<file path="config.mk">
export PLATFORM = sky130hd
export DESIGN_NAME = uart_tx_rx_ring_buffers
export DESIGN_NICKNAME = d
export VERILOG_FILES = /design/src/uartrb_pkg.sv /design/src/uartrb_ring.sv /design/src/uart_tx_rx_ring_buffers.sv
export SDC_FILE = /design/constraint.sdc
export NUM_CORES = 1
export LEC_CHECK = 0
export ABC_AREA = 1
export ABC_CLOCK_PERIOD_IN_PS = 2800
export CORE_ASPECT_RATIO = 2
export CORE_MARGIN = 2
export CORE_UTILIZATION = 45
export DETAILED_ROUTE_END_ITERATION = 16
export DONT_BUFFER_PORTS = 1
export PLACE_DENSITY = 0.66
export RECOVER_POWER = 50
export SLEW_MARGIN = 20
export SYNTH_ARGS = -nofsm -noshare
export SYNTH_HDL_FRONTEND = slang
export SYNTH_SLANG_ARGS = --single-unit
</file>
<file path="constraint.sdc">
create_clock -name clk -period 2.8 [get_ports clk]
set_input_delay 0.56 -clock clk [delete_from_list [all_inputs] [get_ports clk]]
set_output_delay 0.56 -clock clk [all_outputs]
set_load 0.01 [all_outputs]
</file>
<file path="src/uartrb_pkg.sv">
// Shared types and codes for the buffered UART ring front end.
// No dependencies.
package uartrb_pkg;

  // Request kinds carried in req_type
  localparam logic [1:0] REQ_CPU_SEND = 2'd0;
  localparam logic [1:0] REQ_CPU_READ = 2'd1;
  localparam logic [1:0] REQ_TX_DONE  = 2'd2;
  localparam logic [1:0] REQ_LINE_RX  = 2'd3;

  // Result status codes
  localparam logic [1:0] ST_OK       = 2'd0;
  localparam logic [1:0] ST_TX_FULL  = 2'd1;
  localparam logic [1:0] ST_RX_EMPTY = 2'd2;

  typedef struct packed {
    logic [1:0] req_type;
    logic [7:0] data_byte;
  } req_item_t;

  typedef struct packed {
    logic [1:0] status;
    logic       read_valid;
    logic [7:0] read_byte;
    logic       line_tx_valid;
    logic [7:0] line_tx_byte;
    logic       tx_busy;
  } rsp_item_t;

  // Per-cycle commands into one ring
  typedef struct packed {
    logic push;
    logic pop;
    logic rd_en;
  } ring_ctl_t;

  // Ring occupancy flags
  typedef struct packed {
    logic empty;
    logic full;
  } ring_stat_t;

endpackage

</file>
<file path="src/uartrb_ring.sv">
// One byte ring: DEPTH-1 slots, one kept empty, registered read at tail.
// Depends on uartrb_pkg.
module uartrb_ring #(
  parameter int DEPTH = 32
) (
  input  logic                  clk,
  input  logic                  rst,
  input  uartrb_pkg::ring_ctl_t ctl,
  input  logic [7:0]            push_data,
  output uartrb_pkg::ring_stat_t stat,
  output logic [7:0]            rd_data
);
  import uartrb_pkg::*;

  localparam int SLOTS = DEPTH - 1;
  localparam int PW    = $clog2(SLOTS);
  localparam logic [PW-1:0] LAST = PW'(SLOTS - 1);

  logic [7:0]    mem [SLOTS];
  logic [PW-1:0] head;
  logic [PW-1:0] tail;
  logic [PW-1:0] head_inc;
  logic [PW-1:0] tail_inc;

  // wrap after the last slot
  assign head_inc = (head == LAST) ? '0 : head + PW'(1);
  assign tail_inc = (tail == LAST) ? '0 : tail + PW'(1);

  assign stat.empty = (head == tail);
  assign stat.full  = (head_inc == tail);

  always_ff @(posedge clk) begin
    if (rst) begin
      head <= '0;
      tail <= '0;
    end else begin
      if (ctl.push) begin
        head <= head_inc;
      end
      if (ctl.pop) begin
        tail <= tail_inc;
      end
    end
  end

  always_ff @(posedge clk) begin
    if (ctl.push) begin
      mem[head] <= push_data;
    end
    if (ctl.rd_en) begin
      rd_data <= mem[tail];
    end
  end

endmodule

</file>
<file path="src/uart_tx_rx_ring_buffers.sv">
// Top level of the buffered UART front end: transmit and receive rings,
// request decode, result register and output skid stage.
// Depends on uartrb_pkg and uartrb_ring.
//
// Each request transfer (CPU send, CPU read, line tx done, line byte received)
// produces exactly one response transfer. The block takes one request per
// cycle while the skid register is empty, and each response is registered in
// the result register; the rate is set by a single pass through the ring
// pointer compare and update, with the ring slot read captured in a register
// at the request edge. A two-entry output (result register plus skid register)
// lets a new request transfer happen while a finished response still waits;
// req_ready drops whenever the skid register holds a response, even if the
// result register behind it is empty. Each ring has DEPTH-1 slots and holds at
// most DEPTH-2 bytes. A send that finds the transmitter idle is handed to the
// line in the same response. Ring slots need no clearing after reset.
module uart_tx_rx_ring_buffers #(
  parameter int DEPTH = 32
) (
  input  logic                  clk,
  input  logic                  rst,
  input  logic                  req_valid,
  output logic                  req_ready,
  input  uartrb_pkg::req_item_t req,
  output logic                  rsp_valid,
  input  logic                  rsp_ready,
  output uartrb_pkg::rsp_item_t rsp
);
  import uartrb_pkg::*;

  // Control part of the result register; bytes come from ring reads or bypass
  typedef struct packed {
    logic [1:0] status;
    logic       rvalid;
    logic       lvalid;
    logic       lbypass;
    logic [7:0] lbyte;
    logic       busy;
  } res_ctl_t;

  logic       accept;
  ring_ctl_t  tx_ctl;
  ring_ctl_t  rx_ctl;
  ring_stat_t tx_stat;
  ring_stat_t rx_stat;
  logic [7:0] tx_rd;
  logic [7:0] rx_rd;

  logic       tx_active;
  logic       tx_active_next;
  res_ctl_t   res_next;
  res_ctl_t   res;
  logic       res_valid;
  rsp_item_t  res_item;
  rsp_item_t  skid;
  logic       skid_valid;

  assign req_ready = !skid_valid;
  assign accept    = req_valid && req_ready;

  uartrb_ring #(.DEPTH(DEPTH)) u_tx_ring (
    .clk       (clk),
    .rst       (rst),
    .ctl       (tx_ctl),
    .push_data (req.data_byte),
    .stat      (tx_stat),
    .rd_data   (tx_rd)
  );

  uartrb_ring #(.DEPTH(DEPTH)) u_rx_ring (
    .clk       (clk),
    .rst       (rst),
    .ctl       (rx_ctl),
    .push_data (req.data_byte),
    .stat      (rx_stat),
    .rd_data   (rx_rd)
  );

  // Request decode: ring commands, flag update and result control
  always_comb begin
    tx_ctl         = '{push: 1'b0, pop: 1'b0, rd_en: accept};
    rx_ctl         = '{push: 1'b0, pop: 1'b0, rd_en: accept};
    tx_active_next = tx_active;
    res_next       = '0;
    res_next.lbyte = req.data_byte;
    if (accept) begin
      unique case (req.req_type)
        REQ_CPU_SEND: begin
          if (tx_stat.full) begin
            res_next.status = ST_TX_FULL;
          end else begin
            tx_ctl.push = 1'b1;
            if (!tx_active) begin
              // start the line at once; an empty ring hands over the new byte
              tx_active_next   = 1'b1;
              tx_ctl.pop       = 1'b1;
              res_next.lvalid  = 1'b1;
              res_next.lbypass = tx_stat.empty;
            end
          end
        end
        REQ_CPU_READ: begin
          if (rx_stat.empty) begin
            res_next.status = ST_RX_EMPTY;
          end else begin
            rx_ctl.pop      = 1'b1;
            res_next.rvalid = 1'b1;
          end
        end
        REQ_TX_DONE: begin
          if (tx_stat.empty) begin
            tx_active_next = 1'b0;
          end else begin
            tx_ctl.pop      = 1'b1;
            res_next.lvalid = 1'b1;
          end
        end
        REQ_LINE_RX: begin
          // full ring drops the byte silently
          rx_ctl.push = !rx_stat.full;
        end
        default: begin
        end
      endcase
    end
    res_next.busy = tx_active_next;
  end

  // Result formed from registered control and registered ring reads
  always_comb begin
    res_item.status        = res.status;
    res_item.read_valid    = res.rvalid;
    res_item.read_byte     = res.rvalid ? rx_rd : 8'd0;
    res_item.line_tx_valid = res.lvalid;
    res_item.line_tx_byte  = res.lvalid ? (res.lbypass ? res.lbyte : tx_rd) : 8'd0;
    res_item.tx_busy       = res.busy;
  end

  // Skid holds the older response; the result register waits behind it
  assign rsp_valid = skid_valid || res_valid;
  assign rsp       = skid_valid ? skid : res_item;

  always_ff @(posedge clk) begin
    if (rst) begin
      tx_active  <= 1'b0;
      res_valid  <= 1'b0;
      skid_valid <= 1'b0;
    end else begin
      tx_active <= tx_active_next;
      if (skid_valid) begin
        if (rsp_ready) begin
          skid_valid <= 1'b0;
        end
      end else begin
        if (res_valid && !rsp_ready) begin
          skid_valid <= 1'b1;
        end
        res_valid <= req_valid;
      end
    end
  end

  always_ff @(posedge clk) begin
    if (accept) begin
      res <= res_next;
    end
    if (!skid_valid && res_valid && !rsp_ready) begin
      skid <= res_item;
    end
  end

  // An idle transmitter never leaves bytes queued
  a_idle_empty: assert property (@(posedge clk) disable iff (rst)
    !tx_active |-> tx_stat.empty)
    else $error("transmit ring holds bytes while transmitter idle");

  // Handing a byte to the line means the transmitter is active
  a_line_busy: assert property (@(posedge clk) disable iff (rst)
    (rsp_valid && rsp.line_tx_valid) |-> rsp.tx_busy)
    else $error("line byte issued with transmitter idle");

  // A rejected send touches nothing else
  a_full_quiet: assert property (@(posedge clk) disable iff (rst)
    (rsp_valid && rsp.status == ST_TX_FULL) |->
      (!rsp.line_tx_valid && !rsp.read_valid && rsp.tx_busy))
    else $error("rejected send produced output");

  // In the cycle after a request transfer, a response is valid at the output
  a_rsp_follows: assert property (@(posedge clk) disable iff (rst)
    accept |=> rsp_valid)
    else $error("response missing after request transfer");

endmodule

</file>
==> results of run 1 <==
## per-layer routing
layer	global-route usage (%)	vias up
met1	23.5	7503
met5	0	-
met3	2.71	223
met2	45.7	578
met4	18.9	0
li1	-	6985
## flip-flops by register name, summed over array words and instances (netlist names)
| register | cells |
|---|---|
| skid_valid | 1 |
| u_tx_ring.rd_data | 8 |
| u_tx_ring.head | 5 |
| res | 14 |
| u_rx_ring.mem | 248 |
| u_rx_ring.rd_data | 8 |
| res_valid | 1 |
| u_rx_ring.tail | 5 |
| u_tx_ring.mem | 248 |
| u_rx_ring.head | 5 |
| tx_active | 1 |
| u_tx_ring.tail | 5 |
| skid | 21 |
## cell families (layout without fill, tap and decap cells)
logic type	count (synthesis)	after routing	synth area share [%]
AO/OA/AOI/OAI	437	437	10.8
XOR/XNOR	13	13	0.488
adder cells (fa/ha/maj)	12	12	0.644
buffers and inverters	189	268	3.53
flip-flops	570	570	72.4
AND/OR/NAND/NOR	675	675	12.1
## stage by stage
stage / instance area [um^2] / hold WS, ns / std cells / total power, W
finish: 26300 / 0.0556 / 2635 / 0.0185
global route: 26300 / 0.0295 / 2635 / 0.0190
CTS: 26300 / 0.0228 / 2635 / 0.0185
detailed placement: 24500 / 0.446 / 2546 / 0.0111
global placement: 24500 / 0.441 / 2546 / 0.0111
floorplan: 23300 / 0.424 / 1896 / 0.0106
## layout make-up
class                      count  area [um^2]
clock buffer                  57         1300
inverter                      69          269
clock inverter                32          488
sequential                   570        16900
tap                          660          826
multi-input combinational   1137         5620
timing repair buffer         110          898
fill                        4350        25200
## power groups by stage
stage / clock network [W] / registers, W / logic [W]
2_1_floorplan: 0 / 0.00967 / 0.000896
3_3_place_gp: 0 / 0.00971 / 0.00138
3_5_place_dp: 0 / 0.00971 / 0.00139
4_1_cts: 0.00763 / 0.00952 / 0.00140
5_1_grt: 0.00792 / 0.00953 / 0.00151
6_report: 0.00754 / 0.00953 / 0.00141
## cells in the final DEF, fill, tap and decap left out, types with 3 or more instances in the layout
cell type   instances
edfxtp_1          547
nor2_1            317
o21ai_0           257
nand2_1           211
buf_4              99
nand3_1            75
o22ai_1            68
inv_1              59
clkbuf_16          51
o221ai_1           44
nor3_1             36
o211ai_1           27
a21oi_1            25
dfxtp_1            19
nand4_1            14
ha_1               12
bufinv_16          12
o21ai_1            10
clkbuf_1           10
xor2_1              9
clkinv_2            9
clkinv_1            8
nand2_2             7
buf_12              7
xnor2_1             4
nand3_2             4
inv_6               4
o2111ai_1           3
clkinvlp_4          3
## repair_timing
| item | 4_1_cts | 5_1_grt |
|---|---|---|
| pin swaps | 0 | 0 |
| resized for setup | 1 | 1 |
| endpoints found under the setup margin | 4 | 4 |
## worst paths after layout
kind	to	slack, ns	cells after the start
worst max-delay path	u_rx_ring.mem[16][5]	0.17	11
worst min-delay path	res_valid	0.06	1
worst max register to register	u_rx_ring.mem[16][5]	0.17	11
worst min register to register	skid[19]	0.46	0
==> out/results.ini, run 1 <==
[finish]
finalCoreUtilization_pct=51.0
drive_gt1_share_pct=10.8
diodes=0
area_growth_pct=12.8
fin_nets=1963

[sta]
post-route-min-period_ns=2.63
fin_crit_sh_pct=94.0
hold_violations=0
relSlewSlack_pct=3.88
final-max-slew-violation-count=0
fin_setup_tns_ns=0
worst_slack_ns=0.167
clock_skew_ns=0.0360
clock.fmax_ghz=0.380
setup_viol_count_final=0
tightest_slew_ns=1.44
rsz0062_at_grt=false

[logic_synthesis]
yosysMostFrequentCell=edfxtp_1
synthTopCellsByCount=edfxtp_1, nor2_1, o21ai_0
synth.largest_area_cell=edfxtp_1
synth_seq_area_share_pct=72.4
synth_edf_count=547
syn_area_per_cell_um2=12.3
syn_nets=1922
synth_warnings=0
syn_inst=1896
synthArstFlopShare_pct=0
synth_top_area_share_pct=70.4
syn_area_um2=23300
netlist-cell-type-count=40
ys_ff_latch=570
synth_ff_type=edfxtp_1
netlist_top_cells_area=edfxtp_1, o21ai_0, nor2_1

[die]
die_x_um=165
core_um2=51500
dieArea_um2=53800
rows=118
die_h_um=326
ioPinCount=37
start_util_pct=45.3

[detailed_routing]
vias=15300
drc=0
ant_nets=0
detail_route.first_pass.iterations=6
top_layer_used=met4
dr_wl_met2_mm=35.3
met1_length_mm=21.3
routedWlPerCell_um=24.8
drt-total-wl_mm=65.2
wl_met3_mm=2.64
routed_via_density=5.80
drt-initial-drc-count=1323

[power_and_ir_drop]
power_frac_comb_pct=7.6
p_per_area_nw_per_um2=702
power.internal_w=0.0143
p_sw_w=0.00418
p_clk_share_pct=40.8
power_leakage_nw=8.93
power.share.sequential_pct=51.6
ir_drop_mv=0.526
switching_share_pct=22.6

[worst_hold_path]
hold_path.class=input pin to flop
worstHoldStart=rst

[grt]
grt_overflow_total=0
first_global_vias=15500
grt_usage_pct=24.3
grt_pass1_wl_mm=94.8
grt_max_degree=105
antenna_found_initial=1

[placed_design]
post-place-ws_ns=0.0309
portBuffers=0
hpwlAfterDp_mm=42.0
gp_congestion=0.939

[status]
status=finished clean

[clocking]
holdBufCountCts=0
numCtsBuffers=49
htreeDepth=2
cts_tree=yes
ctsLongestPathBuffers=3
clk_latency_ns=0.59
clkSinkCount=570
clkTransAtPathRegs_ns=0.07
post_cts_buffers=0
cts_root_buffer=clkbuf_16

[worst_setup_path]
endpoint_kind=flop
cp.required_ns=3.09
worstPathMaxFanout=31
worstPathCellList=nand3_4 -> nor2_4 -> inv_2 -> nand2_1 -> xor2_1 -> nor2_1 -> nand3_2 -> nand2_2 -> buf_12 -> nor3_1 -> buf_4
critPathArrivalTime_ns=2.92
worst_setup_path_start_kind=flop
critPathKind=flop to flop
cp_top_family=simple AND/OR/NAND/NOR gates
crit_buf_inv=3
slowest_stage=dfxtp_1
cp_slowest_stage_delay_ns=0.64
worstReg2RegStart=u_rx_ring.head[2]
startpoint=u_rx_ring.head[2]

[flow_run]
drv_cap=0

Note: power is estimated with default switching activity, not from simulation.
==> run 2, diff against run 1 <==
--- a/config.mk
+++ b/config.mk
@@ -12,6 +12,7 @@
 export CORE_UTILIZATION = 45
 export DETAILED_ROUTE_END_ITERATION = 16
 export DONT_BUFFER_PORTS = 1
+export HOLD_SLACK_MARGIN = 0.15
 export PLACE_DENSITY = 0.66
 export RECOVER_POWER = 50
 export SLEW_MARGIN = 20
==> run 2 against run 1 <==
  * The flow now finishes with violations (capacitance limit, slew limit)
  * Highest routed layer unchanged
  * Clock power hardly changed
  * Total power is 0.94% higher
  * Register-to-register slack hardly changed
  * Global-route usage is 0.11 points higher
  * Critical path type unchanged
  * First-iteration DRC count is 1.7% higher
  * Worst setup slack better by 0.011 ns
  * Non-clock buffer count is 11 higher
  * Clock skew is 0.00067 ns lower
  * Die area stayed put
==> out/results.ini, run 2 (synthesis gave the netlist of run 1 again) <==
[finish]
fillers=4346  ; -0.092%
area_growth_pct=13.1
final_common_cell=edfxtp_1
instances_no_fill=2646  ; +0.42%
fin_nets=1974  ; +0.56%
largestRegisters=u_rx_ring.mem (248), u_tx_ring.mem (248), skid (21)
diodes=0  ; unchanged
final_cell_mix=edfxtp_1, nor2_1, o21ai_0
drive_gt1_share_pct=11.2  ; +0.34 points

[die]
die_h_um=326  ; unchanged
core_um2=51500  ; unchanged
start_util_pct=45.3  ; unchanged
die_x_um=165  ; unchanged
rows=118  ; unchanged
ioPinCount=37  ; unchanged
dieArea_um2=53800  ; unchanged

[sta]
relSlewSlack_pct=-28.3  ; -32 points
rsz0062_at_grt=false
clock_skew_ns=0.0353  ; -0.000669 ns
post-route-min-period_ns=2.62  ; -0.0115 ns
hold_violations=0  ; unchanged
fin_setup_tns_ns=0  ; unchanged
clock.fmax_ghz=0.381  ; +0.44%
final-max-slew-violation-count=512  ; +512
tightest_slew_ns=1.92  ; +0.482 ns
fin_crit_sh_pct=93.6  ; -0.41 points
setup_viol_count_final=0  ; unchanged

[grt]
grt_overflow_total=0  ; unchanged
grt_pass1_wl_mm=95.2  ; +0.45%
antenna_found_initial=0  ; -1
grt_usage_pct=24.4  ; +0.11 points
grt_max_degree=105  ; unchanged
first_global_vias=15500  ; -0.026%

[worst_setup_path]
endpoint_kind=flop
reg2reg_depth=11  ; unchanged
crit_buf_inv=3  ; unchanged
slowest_stage=dfxtp_1
worst_setup_path_start_kind=flop
cp_top_family=simple AND/OR/NAND/NOR gates
worstReg2RegStart=u_rx_ring.head[2]
critical_path_cell_count=11  ; unchanged
worstPathCellList=nand3_4 -> nor2_4 -> inv_2 -> nand2_1 -> xor2_1 -> nor2_1 -> nand3_2 -> nand2_2 -> buf_12 -> nor3_1 -> buf_4
critPathArrivalTime_ns=2.91  ; about the same
cp_slowest_stage_delay_ns=0.62  ; -0.02 ns
worstPathMaxFanout=31  ; unchanged
startpoint=u_rx_ring.head[2]
critPathKind=flop to flop
cp.required_ns=3.09  ; about the same

[worst_hold_path]
hold_path.class=input pin to flop
worstHoldStart=req_valid
holdPathStages=2  ; +1

[placed_design]
portBuffers=0  ; unchanged
hpwlAfterDp_mm=42.0  ; unchanged
place_inst=2546  ; unchanged
gp_congestion=0.939  ; unchanged

[clocking]
clkSinkCount=570  ; unchanged
numCtsBuffers=49  ; unchanged
cts_root_buffer=clkbuf_16
htreeDepth=2  ; unchanged
clk_latency_ns=0.59  ; about the same
clkTransAtPathRegs_ns=0.07  ; about the same
ctsLongestPathBuffers=3  ; unchanged
cts_tree=yes

[detailed_routing]
routedWlPerCell_um=24.7  ; -0.17%
drc=0  ; unchanged
drt-total-wl_mm=65.4  ; +0.25%
ant_nets=0  ; unchanged
vias=15300  ; +0.32%
routed_via_density=5.80  ; about the same
drt-initial-drc-count=1345  ; +1.7%
detail_route.first_pass.iterations=5  ; -1

[flow_run]
drv_cap=8  ; +8

[power_and_ir_drop]
p_per_area_nw_per_um2=707  ; +0.68%
ir_drop_mv=0.524  ; -0.35%
power_leakage_nw=8.97  ; +0.51%
p_total_w=0.0186  ; +0.94%

[status]
status=complete, but fails checks
violations=capacitance limit, slew limit

-- run 2: per-stage QoR --
stage               worst slack, ns  util [%]  cell area [um^2]  hold slack, ns
floorplan                     0.306         -             23300           0.424
global placement             0.0668      47.6             24500           0.441
detailed placement           0.0309      47.6             24500           0.446
CTS                          0.0837      51.5             26600           0.157
global route                 0.0111      51.2             26400           0.174
finish                        0.179      51.2             26400           0.185
-- run 2: worst reg2reg max path, stage by stage, from the launching register on --
cell and delay (ns):
dfxtp_1 0.62, nand3_4 0.16, nor2_4 0.15, inv_2 0.08
nand2_1 0.10, xor2_1 0.17, nor2_1 0.09, nand3_2 0.09
nand2_2 0.07, buf_12 0.17, nor3_1 0.38, buf_4 0.24
-- run 2: path summary, 6_finish.rpt --
kind / endpoint / slack [ns]
worst max register to register: u_rx_ring.mem[21][5] / 0.18
worst min-delay path: res_valid / 0.18
worst min register to register: skid[19] / 0.46
worst max-delay path: u_rx_ring.mem[21][5] / 0.18
-- run 2: what timing repair did --
| item | 4_1_cts | 5_1_grt |
|---|---|---|
| gates resized for setup | 1 | 1 |
| buffers inserted | 0 | 0 |
| endpoints found under the setup margin | 4 | 4 |
| pin swaps | 0 | 0 |
| endpoints found under the hold margin | 508 | 0 |
| hold buffers | 11 | 0 |
-- run 2: cell type report --
cell class / count / area, um^2 / share of cell area (%)
sequential: 570 / 16900 / 64.1
timing repair buffer: 121 / 968 / 3.67
multi-input combinational: 1137 / 5620 / 21.3
inverter: 69 / 269 / 1.02
clock buffer: 57 / 1300 / 4.93
tap: 660 / 826 / 3.13
clock inverter: 32 / 488 / 1.85
-- run 2: metal layers --
layer / global-route usage (%) / part of all wire [%] / wire (um) / vias up
met2: 46.0 / 54 / 35500 / 590
met3: 2.67 / 4.0 / 2610 / 226
met1: 23.4 / 32 / 21200 / 7510
met5: 0 / 0 / 0 / -
li1: - / - / - / 7012
met4: 19.2 / 9.3 / 6070 / 0
-- run 2: report_power, final --
part | internal, W | switching (W) | leakage (nW) | total (W)
Sequential | 0.00947 | 0.0000750 | 5.14 | 0.00954
Clock | 0.00445 | 0.00308 | 0.868 | 0.00753
Combinational | 0.000390 | 0.00118 | 2.97 | 0.00157
